**src/rtl/pulse_width_frame_decoder_core_assert.svh**
```systemverilog
// Assertion macros for the pulse-width frame decoder.
// Included by the top level; needs nothing else.
`ifndef PULSE_WIDTH_FRAME_DECODER_CORE_ASSERT_SVH
`define PULSE_WIDTH_FRAME_DECODER_CORE_ASSERT_SVH

// same-cycle implication
`define PWFD_ASSERT_SAME(lbl, clk, rstn, ante, cons, msg) \
    lbl: assert property (@(posedge clk) disable iff (!rstn) (ante) |-> (cons)) \
        else $error(msg);

// next-cycle implication
`define PWFD_ASSERT_NEXT(lbl, clk, rstn, ante, cons, msg) \
    lbl: assert property (@(posedge clk) disable iff (!rstn) (ante) |=> (cons)) \
        else $error(msg);

`endif

```
**src/rtl/pwfd_pkg.sv**
```systemverilog
// Shared types, constants and the CRC-8 byte step for the pulse-width frame decoder.
// No dependencies.
`timescale 1ns / 1ps

package pwfd_pkg;

    localparam int INTERVAL_W = 20;
    localparam int COUNT_W    = 32;
    localparam int EV_W       = 3;
    localparam int S_TDATA_W  = 24;
    localparam int M_TDATA_W  = 168;
    localparam int CFG_COUNT  = 8;
    localparam int PADDR_W    = 5;

    // register indexes
    localparam logic [2:0] CFG_START_MIN = 3'd0;
    localparam logic [2:0] CFG_START_MAX = 3'd1;
    localparam logic [2:0] CFG_STOP_MIN  = 3'd2;
    localparam logic [2:0] CFG_STOP_MAX  = 3'd3;
    localparam logic [2:0] CFG_ZERO_MIN  = 3'd4;
    localparam logic [2:0] CFG_ZERO_MAX  = 3'd5;
    localparam logic [2:0] CFG_ONE_MIN   = 3'd6;
    localparam logic [2:0] CFG_ONE_MAX   = 3'd7;

    localparam logic [7:0] HEADER_CHAR  = 8'h24;  // '$'
    localparam logic [7:0] TRAILER_CHAR = 8'h23;  // '#'
    localparam logic [7:0] CRC_XOR      = 8'h18;
    localparam logic [7:0] CRC_TOP      = 8'h80;
    localparam logic [7:0] CRC_KEEP     = 8'h7F;

    typedef enum logic [EV_W-1:0] {
        EV_NONE,
        EV_OK,
        EV_LENGTH,
        EV_HEADER,
        EV_CRC,
        EV_TIMING
    } event_t;

    typedef enum logic [2:0] {
        ST_IDLE,
        ST_DECODE,
        ST_MODIFY,
        ST_CRC,
        ST_JUDGE,
        ST_EMIT
    } state_t;

    function automatic logic in_win(input logic [INTERVAL_W-1:0] v,
                                    input logic [INTERVAL_W-1:0] lo,
                                    input logic [INTERVAL_W-1:0] hi);
        return (v >= lo) && (v <= hi);
    endfunction

    // Dallas/Maxim CRC-8, one byte, LSB first
    function automatic logic [7:0] crc8_byte(input logic [7:0] crc_in,
                                             input logic [7:0] data_in);
        logic [7:0] c;
        logic [7:0] d;
        logic       fb;
        c = crc_in;
        d = data_in;
        for (int k = 0; k < 8; k++) begin
            fb = c[0] ^ d[0];
            if (fb) begin
                c = c ^ CRC_XOR;
            end
            c = (c >> 1) & CRC_KEEP;
            if (fb) begin
                c = c | CRC_TOP;
            end
            d = d >> 1;
        end
        return c;
    endfunction

endpackage

```
**src/rtl/pwfd_ram.sv**
```systemverilog
// Generic single-port-write, single-port-read RAM with registered read data.
// No dependencies.
`timescale 1ns / 1ps

module pwfd_ram #(
    parameter int WIDTH  = 8,
    parameter int DEPTH  = 16,
    parameter int ADDR_W = $clog2(DEPTH)
) (
    input  logic              aclk,
    input  logic              we,
    input  logic [ADDR_W-1:0] waddr,
    input  logic [WIDTH-1:0]  wdata,
    input  logic              re,
    input  logic [ADDR_W-1:0] raddr,
    output logic [WIDTH-1:0]  rdata
);

    logic [WIDTH-1:0] mem_reg [DEPTH];
    logic [WIDTH-1:0] rdata_reg;

    always_ff @(posedge aclk) begin
        if (we) begin
            mem_reg[waddr] <= wdata;
        end
        if (re) begin
            rdata_reg <= mem_reg[raddr];
        end
    end

    assign rdata = rdata_reg;

endmodule

```
**src/rtl/pulse_width_frame_decoder_core.sv**
```systemverilog
// Top level of the pulse-width frame decoder: control FSM, counters, APB registers.
// Depends on pwfd_pkg, pwfd_ram and pulse_width_frame_decoder_core_assert.svh.
`timescale 1ns / 1ps
`include "pulse_width_frame_decoder_core_assert.svh"

// Pulse-width frame decoder. Each input word is one line edge (level and the
// microseconds since the previous edge); each produces exactly one result word
// with an event code and the five running counters. High-level edges are sorted
// by the start, stop, zero and one windows (tried in that order, limits
// inclusive, an empty window never matches). Data bits land LSB first in a
// FRAME_BYTES-deep frame store RAM; a stop checks length, '$' header, '#'
// trailer and the Dallas CRC-8. Throughput is one word at a time: low-level,
// start, out-of-frame, timing-error and length-error words go straight to emit;
// a data bit adds a modify step (read-modify-write of the store byte); any
// other stop adds a CRC walk, reading one store byte per cycle over the RAM's
// single read port, and a judge step. A new word is taken while the previous
// result still waits on m_tready. Store restarts are instant (per-entry valid
// flops), so there is no clearing pass after reset. Config registers sit at
// byte address 4*i and should be written only while the block is idle.
module pulse_width_frame_decoder_core #(
    parameter int FRAME_BYTES = 16
) (
    input  logic                           aclk,
    input  logic                           aresetn,
    // s_tdata: [0] level, [20:1] interval_us, [23:21] zero
    input  logic                           s_tvalid,
    output logic                           s_tready,
    input  logic [pwfd_pkg::S_TDATA_W-1:0] s_tdata,
    // m_tdata: [2:0] event_res, [34:3] frame_count, [66:35] timing_errors,
    //          [98:67] length_errors, [130:99] header_errors,
    //          [162:131] crc_errors, [167:163] zero
    output logic                           m_tvalid,
    input  logic                           m_tready,
    output logic [pwfd_pkg::M_TDATA_W-1:0] m_tdata,
    input  logic                           psel,
    input  logic                           penable,
    input  logic                           pwrite,
    input  logic [pwfd_pkg::PADDR_W-1:0]   paddr,
    input  logic [31:0]                    pwdata,
    output logic [31:0]                    prdata,
    output logic                           pready
);

    import pwfd_pkg::*;

    localparam int AW = $clog2(FRAME_BYTES);
    localparam logic [AW-1:0] LAST_IDX = AW'(FRAME_BYTES - 1);
    localparam logic [AW-1:0] CRC_IDX  = AW'(FRAME_BYTES - 2);

    // ---------------- configuration registers ----------------
    logic [INTERVAL_W-1:0] cfg_reg [CFG_COUNT];
    logic                  cfg_wr;

    assign pready = 1'b1;
    assign cfg_wr = psel && penable && pwrite && pready;
    assign prdata = {{(32 - INTERVAL_W){1'b0}}, cfg_reg[paddr[4:2]]};

    always_ff @(posedge aclk) begin
        if (!aresetn) begin
            for (int i = 0; i < CFG_COUNT; i++) begin
                cfg_reg[i] <= '0;
            end
        end else if (cfg_wr) begin
            cfg_reg[paddr[4:2]] <= pwdata[INTERVAL_W-1:0];
        end
    end

    // ---------------- state ----------------
    state_t                state_reg, state_next;
    logic [2:0]            bit_idx_reg, bit_idx_next;
    logic [AW-1:0]         byte_idx_reg, byte_idx_next;
    logic                  in_frame_reg, in_frame_next;
    logic [FRAME_BYTES-1:0] valid_reg, valid_next;   // store entry written since restart
    logic [COUNT_W-1:0]    good_reg, timing_reg, length_reg, header_reg, crc_cnt_reg;
    logic                  inc_good, inc_timing, inc_length, inc_header, inc_crc;
    logic                  m_tvalid_reg, m_tvalid_next;
    logic                  walk_issue_reg, walk_issue_next;
    logic                  proc_vld_reg, proc_vld_next;

    // payload
    logic                  level_reg, level_next;
    logic [INTERVAL_W-1:0] interval_reg, interval_next;
    event_t                ev_reg, ev_next;
    logic                  bitval_reg, bitval_next;
    logic                  rd_valid_reg, rd_valid_next;
    logic [AW-1:0]         walk_addr_reg, walk_addr_next;
    logic [AW-1:0]         proc_idx_reg, proc_idx_next;
    logic [7:0]            crc_reg, crc_next;
    logic [7:0]            exp_reg, exp_next;
    logic                  hdr_ok_reg, hdr_ok_next;
    logic [M_TDATA_W-1:0]  m_tdata_reg, m_tdata_next;

    // RAM port
    logic                  ram_we, ram_re;
    logic [AW-1:0]         ram_waddr, ram_raddr;
    logic [7:0]            ram_wdata, ram_rdata;

    logic                  hit_start, hit_stop, hit_zero, hit_one;
    logic [7:0]            rd_byte;
    logic [7:0]            new_byte;

    pwfd_ram #(
        .WIDTH (8),
        .DEPTH (FRAME_BYTES),
        .ADDR_W(AW)
    ) u_store (
        .aclk (aclk),
        .we   (ram_we),
        .waddr(ram_waddr),
        .wdata(ram_wdata),
        .re   (ram_re),
        .raddr(ram_raddr),
        .rdata(ram_rdata)
    );

    assign hit_start = in_win(interval_reg, cfg_reg[CFG_START_MIN], cfg_reg[CFG_START_MAX]);
    assign hit_stop  = in_win(interval_reg, cfg_reg[CFG_STOP_MIN],  cfg_reg[CFG_STOP_MAX]);
    assign hit_zero  = in_win(interval_reg, cfg_reg[CFG_ZERO_MIN],  cfg_reg[CFG_ZERO_MAX]);
    assign hit_one   = in_win(interval_reg, cfg_reg[CFG_ONE_MIN],   cfg_reg[CFG_ONE_MAX]);

    // an entry not written since the last restart reads as zero
    assign rd_byte = rd_valid_reg ? ram_rdata : 8'h00;

    assign s_tready = (state_reg == ST_IDLE);
    assign m_tvalid = m_tvalid_reg;
    assign m_tdata  = m_tdata_reg;

    always_comb begin
        state_next      = state_reg;
        bit_idx_next    = bit_idx_reg;
        byte_idx_next   = byte_idx_reg;
        in_frame_next   = in_frame_reg;
        valid_next      = valid_reg;
        walk_issue_next = walk_issue_reg;
        proc_vld_next   = 1'b0;
        level_next      = level_reg;
        interval_next   = interval_reg;
        ev_next         = ev_reg;
        bitval_next     = bitval_reg;
        rd_valid_next   = rd_valid_reg;
        walk_addr_next  = walk_addr_reg;
        proc_idx_next   = proc_idx_reg;
        crc_next        = crc_reg;
        exp_next        = exp_reg;
        hdr_ok_next     = hdr_ok_reg;
        m_tdata_next    = m_tdata_reg;
        m_tvalid_next   = m_tvalid_reg && !m_tready;
        inc_good        = 1'b0;
        inc_timing      = 1'b0;
        inc_length      = 1'b0;
        inc_header      = 1'b0;
        inc_crc         = 1'b0;
        ram_we          = 1'b0;
        ram_waddr       = byte_idx_reg;
        ram_wdata       = 8'h00;
        ram_re          = 1'b0;
        ram_raddr       = byte_idx_reg;
        new_byte        = rd_byte;

        case (state_reg)
            ST_IDLE: begin
                if (s_tvalid) begin
                    level_next    = s_tdata[0];
                    interval_next = s_tdata[INTERVAL_W:1];
                    state_next    = ST_DECODE;
                end
            end

            ST_DECODE: begin
                ev_next    = EV_NONE;
                state_next = ST_EMIT;
                if (level_reg) begin
                    if (hit_start) begin
                        if (bit_idx_reg != 3'd0 || byte_idx_reg != '0) begin
                            inc_length = 1'b1;
                            ev_next    = EV_LENGTH;
                        end
                        bit_idx_next  = 3'd0;
                        byte_idx_next = '0;
                        valid_next    = '0;
                        in_frame_next = 1'b1;
                    end else if (in_frame_reg) begin
                        if (hit_stop) begin
                            if (byte_idx_reg != '0) begin
                                inc_length    = 1'b1;
                                ev_next       = EV_LENGTH;
                                bit_idx_next  = 3'd0;
                                byte_idx_next = '0;
                                valid_next    = '0;
                                in_frame_next = 1'b0;
                            end else begin
                                walk_addr_next  = '0;
                                walk_issue_next = 1'b1;
                                crc_next        = 8'h00;
                                hdr_ok_next     = 1'b1;
                                state_next      = ST_CRC;
                            end
                        end else if (hit_zero || hit_one) begin
                            ram_re        = 1'b1;
                            ram_raddr     = byte_idx_reg;
                            rd_valid_next = valid_reg[byte_idx_reg];
                            bitval_next   = !hit_zero;
                            state_next    = ST_MODIFY;
                        end else begin
                            inc_timing    = 1'b1;
                            ev_next       = EV_TIMING;
                            bit_idx_next  = 3'd0;
                            byte_idx_next = '0;
                            valid_next    = '0;
                            in_frame_next = 1'b0;
                        end
                    end
                end
            end

            ST_MODIFY: begin
                new_byte[bit_idx_reg]   = bitval_reg;
                ram_we                  = 1'b1;
                ram_waddr               = byte_idx_reg;
                ram_wdata               = new_byte;
                valid_next[byte_idx_reg] = 1'b1;
                bit_idx_next            = bit_idx_reg + 3'd1;
                if (bit_idx_reg == 3'd7) begin
                    byte_idx_next = (byte_idx_reg == LAST_IDX) ? '0 : byte_idx_reg + 1'b1;
                end
                state_next = ST_EMIT;
            end

            ST_CRC: begin
                // issue side: one read per cycle
                if (walk_issue_reg) begin
                    ram_re        = 1'b1;
                    ram_raddr     = walk_addr_reg;
                    rd_valid_next = valid_reg[walk_addr_reg];
                    proc_vld_next = 1'b1;
                    proc_idx_next = walk_addr_reg;
                    if (walk_addr_reg == LAST_IDX) begin
                        walk_issue_next = 1'b0;
                    end else begin
                        walk_addr_next = walk_addr_reg + 1'b1;
                    end
                end
                // data side: byte read in the previous cycle
                if (proc_vld_reg) begin
                    if (proc_idx_reg == '0 && rd_byte != HEADER_CHAR) begin
                        hdr_ok_next = 1'b0;
                    end
                    if (proc_idx_reg == LAST_IDX && rd_byte != TRAILER_CHAR) begin
                        hdr_ok_next = 1'b0;
                    end
                    if (proc_idx_reg < CRC_IDX) begin
                        crc_next = crc8_byte(crc_reg, rd_byte);
                    end
                    if (proc_idx_reg == CRC_IDX) begin
                        exp_next = rd_byte;
                    end
                    if (proc_idx_reg == LAST_IDX) begin
                        state_next = ST_JUDGE;
                    end
                end
            end

            ST_JUDGE: begin
                if (!hdr_ok_reg) begin
                    inc_header = 1'b1;
                    ev_next    = EV_HEADER;
                end else if (crc_reg != exp_reg) begin
                    inc_crc = 1'b1;
                    ev_next = EV_CRC;
                end else begin
                    inc_good = 1'b1;
                    ev_next  = EV_OK;
                end
                bit_idx_next  = 3'd0;
                byte_idx_next = '0;
                valid_next    = '0;
                in_frame_next = 1'b0;
                state_next    = ST_EMIT;
            end

            ST_EMIT: begin
                if (!m_tvalid_reg || m_tready) begin
                    m_tvalid_next = 1'b1;
                    m_tdata_next  = {{(M_TDATA_W - EV_W - 5 * COUNT_W){1'b0}},
                                     crc_cnt_reg, header_reg, length_reg,
                                     timing_reg, good_reg, ev_reg};
                    state_next    = ST_IDLE;
                end
            end

            default: begin
                state_next = ST_IDLE;
            end
        endcase
    end

    always_ff @(posedge aclk) begin
        if (!aresetn) begin
            state_reg      <= ST_IDLE;
            bit_idx_reg    <= 3'd0;
            byte_idx_reg   <= '0;
            in_frame_reg   <= 1'b0;
            valid_reg      <= '0;
            good_reg       <= '0;
            timing_reg     <= '0;
            length_reg     <= '0;
            header_reg     <= '0;
            crc_cnt_reg    <= '0;
            m_tvalid_reg   <= 1'b0;
            walk_issue_reg <= 1'b0;
            proc_vld_reg   <= 1'b0;
        end else begin
            state_reg      <= state_next;
            bit_idx_reg    <= bit_idx_next;
            byte_idx_reg   <= byte_idx_next;
            in_frame_reg   <= in_frame_next;
            valid_reg      <= valid_next;
            good_reg       <= good_reg + COUNT_W'(inc_good);
            timing_reg     <= timing_reg + COUNT_W'(inc_timing);
            length_reg     <= length_reg + COUNT_W'(inc_length);
            header_reg     <= header_reg + COUNT_W'(inc_header);
            crc_cnt_reg    <= crc_cnt_reg + COUNT_W'(inc_crc);
            m_tvalid_reg   <= m_tvalid_next;
            walk_issue_reg <= walk_issue_next;
            proc_vld_reg   <= proc_vld_next;
        end
    end

    always_ff @(posedge aclk) begin
        level_reg     <= level_next;
        interval_reg  <= interval_next;
        ev_reg        <= ev_next;
        bitval_reg    <= bitval_next;
        rd_valid_reg  <= rd_valid_next;
        walk_addr_reg <= walk_addr_next;
        proc_idx_reg  <= proc_idx_next;
        crc_reg       <= crc_next;
        exp_reg       <= exp_next;
        hdr_ok_reg    <= hdr_ok_next;
        m_tdata_reg   <= m_tdata_next;
    end

    // ---------------- assertions ----------------
    // store is only written back in the modify step, never during the CRC walk
    `PWFD_ASSERT_SAME(a_store_write_in_modify, aclk, aresetn, ram_we, state_reg == ST_MODIFY, "frame store written outside modify step")
    // a judged frame always leaves the decoder restarted
    `PWFD_ASSERT_NEXT(a_judge_restarts, aclk, aresetn, state_reg == ST_JUDGE, !in_frame_reg && bit_idx_reg == 3'd0 && byte_idx_reg == '0 && valid_reg == '0, "frame not restarted after judge")
    // at most one counter moves per cycle
    `PWFD_ASSERT_SAME(a_one_count_step, aclk, aresetn, 1'b1, $onehot0({inc_good, inc_timing, inc_length, inc_header, inc_crc}), "more than one counter stepped")

endmodule

```
**config.mk**
```make
export PLATFORM = sky130hd
export DESIGN_NAME = pulse_width_frame_decoder_core
export DESIGN_NICKNAME = d
export VERILOG_FILES = /design/src/rtl/pwfd_pkg.sv /design/src/rtl/pwfd_ram.sv /design/src/rtl/pulse_width_frame_decoder_core.sv
export VERILOG_INCLUDE_DIRS = /design/src /design/src/rtl
export SDC_FILE = /design/constraint.sdc
export NUM_CORES = 1
export LEC_CHECK = 0
export BUFFER_PORTS_ARGS = -buffer_cell sky130_fd_sc_hd__buf_4
export CORE_MARGIN = 2
export CORE_UTILIZATION = 56
export DETAILED_ROUTE_END_ITERATION = 10
export GPL_TIMING_DRIVEN = 0
export HOLD_SLACK_MARGIN = 0.15
export PLACE_DENSITY = 0.76
export SLEW_MARGIN = 30
export SYNTH_ARGS = -nofsm -noshare
export SYNTH_HDL_FRONTEND = slang
export SYNTH_SLANG_ARGS = --single-unit
```
**constraint.sdc**
```tcl
create_clock -name aclk -period 15.3 [get_ports aclk]
set_input_delay 3.06 -clock aclk [delete_from_list [all_inputs] [get_ports aclk]]
set_output_delay 3.06 -clock aclk [all_outputs]
set_load 0.01 [all_outputs]
```
## Word level (Yosys, flattened, before mapping)

Memory sizes are Yosys's and may differ from the RTL's. A register that Yosys moved wholly into a read port is not among the register bits.
Index checks and enable logic that the tools add are counted.
W data, S select, Z words.

| word-level totals | value |
|---|---|
| bits in writable memories | 288 |
| memories | 2 |
| register bits after elaboration | 404 |
| bits of input ports | 68 |
| output and inout bits | 203 |

| operators by class | value |
|---|---|
| multiplexer cells | 175 |
| magnitude comparators | 14 |
| equal/unequal tests | 32 |
| reductions and logical operators | 41 |
| bitwise operators | 19 |
| add/subtract/negate cells | 8 |

Memory list:

| memory | words | width | rd ports | clocked after Yosys merged registers in | write ports | RTL line | text |
|---|---|---|---|---|---|---|---|
| cfg_reg | 8 | 20 | 9 | 0 | 8 | pulse_width_frame_decoder_core.sv:51 | `logic [INTERVAL_W-1:0] cfg_reg [CFG_COUNT];` |
| u_store.mem_reg | 16 | 8 | 1 | 1 | 1 | pwfd_ram.sv:19 | `logic [WIDTH-1:0] mem_reg [DEPTH];` |

Operators with widths:

| cell | number |
|---|---|
| $mux W8 | 38 |
| $add A32 B1 Y32 | 5 |
| $mux W16 | 6 |
| $ge A20 B20 Y1 | 4 |
| $le A20 B20 Y1 | 4 |
| $mux W3 | 24 |
| $mux W4 | 17 |
| $mux W1 | 62 |
| $pmux W16 S3 | 1 |
| $mux W5 | 8 |
| $ne A2 B2 Y1 const B | 15 |
| $reduce_and A8 Y1 | 3 |
| $mux W20 | 1 |
| $reduce_or A20 Y1 | 1 |
| $reduce_and A6 Y1 | 3 |
| $eq A4 B4 Y1 const B | 4 |
| $ne A8 B6 Y1 const B | 2 |
| $not A2 Y2 | 8 |
| $or A16 B16 Y16 | 1 |
| $pmux W8 S2 | 1 |
| $pmux W3 S5 | 1 |
| $pmux W4 S3 | 1 |
| $logic_and A1 B1 Y1 | 11 |
| $lt A4 B5 Y1 const B | 2 |
| other kinds (36) | 66 |

## Logic depth before layout (Yosys ltp)

Gate-level depths: netlist of the first run.

| depth | value |
|---|---|
| depth after elaboration | 49 |
| mapped depth | 18 |
| mapped depth without buffers | 18 |

## Modules after synthesis

A second synthesis of the first run with hierarchy kept.

| second synthesis, totals | value |
|---|---|
| cells, all modules | 2601 |
| area, all modules | 31966.9 sq um |

Modules (own cells, without submodules):

| module | cells an instance | times used | area an instance (sq um) |
|---|---|---|---|
| pulse_width_frame_decoder_core | 2372 | 1 | 26739.4 |
| pwfd_ram | 229 | 1 | 5227.5 |

## Least setup slack after synthesis of the first run

OpenSTA, ideal clock, no wires.

| timing path | value |
|---|---|
| kind | input to register |
| start point | in m_tready |
| end point | reg m_tdata_reg[0], in the netlist m_tdata[0] (enable) |
| cell stages on the path | 2 |
| setup time | 0.688 ns |
| path slack | 4.753 ns |
| required time | 14.612 ns |
| data arrival time | 9.859 ns |
| cell sequence | nor2b_1 nor2_1 |

| on the way | value |
|---|---|
| cells in the longest elaborated chain, start to end | 2 |

RTL lines:

| what | RTL line | text |
|---|---|---|
| from (decl) | pulse_width_frame_decoder_core.sv:33 | `input logic m_tready,` |
| $logic_or A1 B1 Y1 | pulse_width_frame_decoder_core.sv:282 | `if (!m_tvalid_reg \|\| m_tready) begin` |
| $reduce_and A2 Y1 (no line) | -- |  |
| to (signal assigned) | pulse_width_frame_decoder_core.sv:340 | `m_tdata_reg <= m_tdata_next;` |
| to (decl) | pulse_width_frame_decoder_core.sv:91 | `logic [M_TDATA_W-1:0] m_tdata_reg, m_tdata_next;` |

No other way between the ends.
A chain may end at the register's enable or synchronous reset.

## Final worst setup path of the first run

| timing path | value |
|---|---|
| start point | in paddr[2] (netlist bit) |
| end point | out prdata[12] |

| on the way | value |
|---|---|
| cells in the longest elaborated chain, start to end | 1 |

RTL lines:

| what | RTL line | text |
|---|---|---|
| from (decl) | pulse_width_frame_decoder_core.sv:38 | `input logic [pwfd_pkg::PADDR_W-1:0] paddr,` |
| $mem_v2 Z8 W20 | -- |  |
| to (decl) | pulse_width_frame_decoder_core.sv:40 | `output logic [31:0] prdata,` |

No other way between the ends.

==> results of run 1 <==
==> cell usage in the layout, fill, tap and decap left out, types with 8 or more instances in the layout <==
cell,count
and4_1,12
nor2_1,194
nor3_1,20
nand2_1,132
clkbuf_16,77
nor2b_1,22
o21a_1,16
o21ai_0,47
nor2_2,8
a211oi_1,12
nand4_1,56
and2_1,38
xnor2_1,49
mux4_2,42
nor3b_1,8
and3_1,203
a31oi_1,9
buf_4,255
o21ai_1,10
or3_1,24
clkinv_2,10
clkinv_1,12
nand3_1,87
a22oi_1,80
conb_1,18
a21oi_1,94
clkbuf_1,101
o211ai_1,8
ha_1,178
edfxtp_1,510
a21o_1,12
dfxtp_1,190
mux2i_1,16
inv_1,174
xor2_1,109
==> metrics by stage <==
stage,area (um2),total power [mW]
finish,37200,4.32
global route,37200,4.45
CTS,37100,4.33
detailed placement,34700,2.55
global placement,34500,2.54
floorplan,31800,2.37
==> final cells by class <==
cell class,instances,area [um2],share of cell area
diodes,1,2.50,0.0000673
plain buffers,125,576,0.0155
clock buffers,92,2040,0.0550
clock inverters,42,392,0.0105
inverters,176,661,0.0178
multi-input cells,1588,11500,0.308
flip-flops and latches,700,19100,0.514
well taps,756,946,0.0255
repair buffers,243,1970,0.0531
==> routing by layer <==
layer | vias to the layer above | share of wire
met2 | 1125 | 0.46
met1 | 10747 | 0.41
met5 | - | 0
met3 | 186 | 0.092
met4 | 0 | 0.038
li1 | 10054 | -
==> kinds of logic after synthesis <==
| group | count (synthesis) | synth area share |
|---|---|---|
| flip-flops | 700 | 0.603 |
| AO/OA/AOI/OAI | 325 | 0.0668 |
| multiplexers | 60 | 0.0363 |
| XOR/XNOR | 158 | 0.0437 |
| buffers and inverters | 301 | 0.0390 |
| adder cells (fa/ha/maj) | 178 | 0.0703 |
| AND/OR/NAND/NOR | 849 | 0.141 |
| other | 2 | 0.000237 |
==> how the worst min path moves through the flow <==
stage | startpoint | slack [ns] | end
2_1_floorplan | ev_reg[0] | 0.40 | m_tdata[0]
3_3_place_gp | ev_reg[2] | 0.41 | m_tdata[2]
3_5_place_dp | ev_reg[2] | 0.42 | m_tdata[2]
4_1_cts | ev_reg[2] | 0.43 | m_tdata[2]
5_1_grt | length_reg[0] | 0.45 | m_tdata[67]
6_report | ev_reg[2] | 0.43 | m_tdata[2]
==> power groups by stage <==
stage	Clock, mW	Sequential, mW	Combinational, mW
finish	1.79	2.14	0.381
detailed placement	0	2.18	0.372
global route	1.89	2.15	0.413
CTS	1.81	2.14	0.375
global placement	0	2.19	0.345
floorplan	0	2.18	0.190
==> worst max-delay path: cells and delay by family <==
kind	cells	cell delay [ns]
buffers and inverters	3	1.11
and+or+nand+nor	2	0.91
AOI/OAI and AO/OA	1	0.27
==> impl_metrics.yaml, run 1 <==
setup_path:
  worstPathRequired_ns: 12.24
  r2r_slack_ns: 9.58
  timing.rr.start: "interval_reg[18]"
  r2r_cells: 17
  critPathLaunch: "paddr[2]"
  worst_setup_path_end_kind: "output pin"
  cpPeakStageDelay_ns: 0.83
  crit_top_cell: "buf_4"
  path_cells: "buf_4 > nor3b_1 > clkbuf_1 > a22oi_1 > nand4_1 > buf_4"
  critPathSlowestCell: "clkbuf_1"
  start_kind: "input pin"
  critPathCapture: "prdata[12]"
  rr_endpoint: "timing_reg[29]"
  worstPathMaxFanout: 10
  arrival_ns: 5.36
  crit_type: "input pin to output pin"
route:
  drt_first_pass_iters: 7
  vias: 22112
  wire_per_inst_um: 22.5
  postRouteAntennaNets: 0
  route.detailed.drc: 0
  drtIter0Drc: 2112
  via_per_inst: 5.94
  wirelength_um: 83800
yosys:
  async_flop_share: 0
  yosysMostFrequentCell: "edfxtp_1"
  synth_commonest_cells: "edfxtp_1, and3_1, nor2_1, dfxtp_1, ha_1"
  netlist_area_um2: 31700
  seq_area_frac_synth: 0.603
  syn_inst: 2573
  synth_ff_type: "edfxtp_1"
  synth_largest_area_cell: "edfxtp_1"
  synth_top_area_frac: 0.483
  ys_types: 80
  synth_edf_count: 510
  postSynthAreaPerCell_um2: 12.3
  synth_area_leaders: "edfxtp_1, dfxtp_1, ha_1"
  ys_ff_latch: 700
  yosysWarnings: 0
final_layout:
  fillCellCount: 4141
  fin_util: 0.662
  area_growth_pct: 17.2
  fin_cells: 3723
  largest_register_ffs: 163
  drive_gt1_frac: 0.158
  fin_nets: 3153
global_route:
  grt_pass1_wl_um: 128000
  grt_use_total: 0.285
  grt_max_degree: 27
  grtUsageMet1: 0.383
  grt_antenna_before_repair: 2
  grtUsageMet2: 0.456
  grtUsageMet3: 0.0563
  gr-total-overflow: 0
  top_usage_layer: "met2"
  first_global_vias: 22017
cts:
  cts.htree.levels: 3
  postCtsSetupRepairBufs: 0
  cts.clk_slew.worst_paths_ns: 0.06
  cts_root_buf: "clkbuf_16"
  clk_path_buf_depth: 3
  ctsHoldBuffers: 0
  clk_latency_ns: 0.62
  cts_sinks: 700
  cts_resized: 0
  cts_inserted_buffers: 73
  cts_tree: "yes"
sta:
  fin_tns_setup_ns: 0
  setup_ws_ns: 6.88
  period_needed_ns: 8.42
  worst_clock_skew_ns: 0.0230
  hold_viol_final: 0
  setup-violations-final: 0
  slew_headroom: 0.267
  slew_viol_final: 0
  rsz0062_at_grt: "no"
  max_freq_mhz: 119
  period_share: 0.550
  hold_slack_ns: 0.433
  worstMarginPinSlew_ns: 1.10
place:
  gp_congestion: 0.985
  port_buffers: 235
  dp_hpwl_um: 59500
  post-place-ws_ns: 7.03
  dp_cells: 3588
worst_hold_path:
  whs_path_depth: 0
  hold_class: "flip-flop to flip-flop"
floorplan:
  die_x_um: 242
  die_h_um: 242
  die-area_um2: 58500
  coreArea_um2: 56200
  start_util: 0.564
  pin_count: 271
  rows: 87
power:
  switching_share: 0.238
  p_int_mw: 3.29
  p_switching_mw: 1.03
  irDropWorstVdd_v: 0.000100
  seqPwrFrac: 0.496
  cellPowerDensity_nw_per_um2: 116
  pwr-share-clk: 0.415
  leakage_nw: 15.3
  combPwrFrac: 0.088
run:
  cap_violations: 0
run_status:
  status: "finished clean"
(Power assumes the default switching activity.)
==> inputs of run 2 (changes only) <==
==> constraint.sdc (replaced) <==
create_clock -name aclk -period 8.3 [get_ports aclk]
set_input_delay 1.66 -clock aclk [delete_from_list [all_inputs] [get_ports aclk]]
set_output_delay 1.66 -clock aclk [all_outputs]
set_load 0.01 [all_outputs]
==> run 2 against run 1 <==
  * Design area shrank 0.18%
  * Core utilization shrank 0.12 points
  * Hold slack gained 0.0048 ns
  * Clock power grew 83%
  * Via count is essentially flat
  * First-iteration DRC count grew 7.4%
  * Clock-buffer cell count grew 7
  * Critical path type is now flip-flop to flip-flop
  * Largest cell class unchanged
==> impl_metrics.yaml, run 2 (same netlist as run 1, synthesis figures left out) <==
route:
  via_per_inst: 5.95
  wire_per_inst_um: 22.3
  drt_first_pass_iters: 6
  postRouteAntennaNets: 0
  drtIter0Drc: 2268
  wirelength_um: 82900
  vias: 22127
  route.detailed.drc: 0
setup_path:
  path_buf_inv: 2
  critPathSlowestCell: "nor4_2"
  arrival_ns: 6.25
  path_cells: "ha_1 > nand4_1 > nor4_2 > nand2_1 > o221a_1 > o21ai_2 > nand4_1 > nor3_1 > ha_1 > and3_1 > clkbuf_1 > and3_1 > nand2b_2 > or4_1 > clkbuf_1 > or3_1 > a21oi_1"
  worstPathMaxFanout: 8
  worst_setup_path_end_kind: "flip-flop"
  start_kind: "flip-flop"
  crit_type: "flip-flop to flip-flop"
  cp_top_family: "simple AND/OR/NAND/NOR gates"
  cpPeakStageDelay_ns: 0.65
  worstPathRequired_ns: 8.83
global_route:
  grt_max_degree: 27
  gr-total-overflow: 0
  first_global_vias: 21808
  grt_use_total: 0.281
  grt_pass1_wl_um: 126000
  grt_antenna_before_repair: 2
floorplan:
  coreArea_um2: 56200
  start_util: 0.564
  die-area_um2: 58500
  rows: 87
  pin_count: 271
  die_x_um: 242
  die_h_um: 242
power:
  leakage_nw: 15.1
  cellPowerDensity_nw_per_um2: 213
  irDropWorstVdd_v: 0.000201
sta:
  slew_viol_final: 0
  fin_tns_setup_ns: 0
  slew_headroom: 0.274
  max_freq_mhz: 175
  worst_clock_skew_ns: 0.0268
  period_needed_ns: 5.72
  hold_slack_ns: 0.438
  worstMarginPinSlew_ns: 1.09
  period_share: 0.689
  rsz0062_at_grt: "no"
  setup_ws_ns: 2.58
  hold_viol_final: 0
  setup-violations-final: 0
cts:
  cts_resized: 0
  cts_root_buf: "clkbuf_16"
  cts_sinks: 700
  cts_inserted_buffers: 71
  clk_path_buf_depth: 3
  postCtsSetupRepairBufs: 0
  ctsHoldBuffers: 0
  cts.clk_slew.worst_paths_ns: 0.06
  clk_latency_ns: 0.62
  cts.htree.levels: 3
  cts_tree: "yes"
worst_hold_path:
  hold_class: "flip-flop to flip-flop"
final_layout:
  drive_gt1_frac: 0.154
  fin_nets: 3151
  fin_util: 0.660
  final_common_cell: "edfxtp_1"
  largest_register_ffs: 163
  final_cell_mix: "edfxtp_1, buf_4, and3_1"
  fillCellCount: 4115
  area_growth_pct: 17.0
place:
  dp_hpwl_um: 59200
  port_buffers: 235
  post-place-ws_ns: 2.78
  gp_congestion: 0.991
run:
  cap_violations: 0
run_status:
  status: "finished clean"
-- run 2: cell count changes in the layout (fill, tap and decap cells not counted), moves of 2 or more --
| cell | previous run | this run |
|---|---|---|
| bufinv_16 | 6 | 8 |
| clkbuf_1 | 101 | 113 |
| clkbuf_16 | 77 | 74 |
| clkbuf_8 | 6 | 4 |
| clkinv_1 | 12 | 8 |
| clkinv_4 | 3 | 1 |
| clkinvlp_4 | 7 | 1 |
-- run 2: routing by layer --
metal,vias to the layer above,wire length (um),track usage
met5,-,16,0
met3,191,8820,0.0697
met2,1182,38200,0.447
li1,10053,-,-
met1,10699,32500,0.369
met4,2,3420,0.120
-- run 2: layout make-up --
type / instances / area (um2) / area share
Clock buffer: 99 / 1990 / 0.0535
Timing Repair Buffer: 243 / 1980 / 0.0535
Inverter: 176 / 661 / 0.0178
Multi-Input combinational cell: 1588 / 11500 / 0.309
Sequential cell: 700 / 19100 / 0.515
Clock inverter: 31 / 368 / 0.00992
Antenna cell: 1 / 2.50 / 0.0000675
Buffer: 125 / 576 / 0.0155
Tap cell: 756 / 946 / 0.0255
-- run 2: through the flow --
stage | power [mW] | area, um2 | cells
floorplan | 4.36 | 31800 | 2589
global placement | 4.67 | 34500 | 3580
detailed placement | 4.70 | 34700 | 3588
CTS | 7.93 | 37100 | 3718
global route | 8.14 | 37100 | 3719
finish | 7.92 | 37100 | 3719
-- run 2: path summary, 6_finish.rpt --
kind / startpoint / endpoint / slack (ns) / cells past startpoint
max: interval_reg[18] / timing_reg[27] / 2.58 / 17
max reg2reg: interval_reg[18] / timing_reg[27] / 2.58 / 17
min: timing_reg[0] / m_tdata[35] / 0.44 / 0
min reg2reg: timing_reg[0] / m_tdata[35] / 0.44 / 0
-- run 2: where the power goes --
part / internal (mW) / leakage (nW) / switching [mW] / total, mW
clock network: 1.93 / 1.15 / 1.34 / 3.27
logic: 0.271 / 7.47 / 0.429 / 0.700
registers: 3.86 / 6.51 / 0.0957 / 3.95
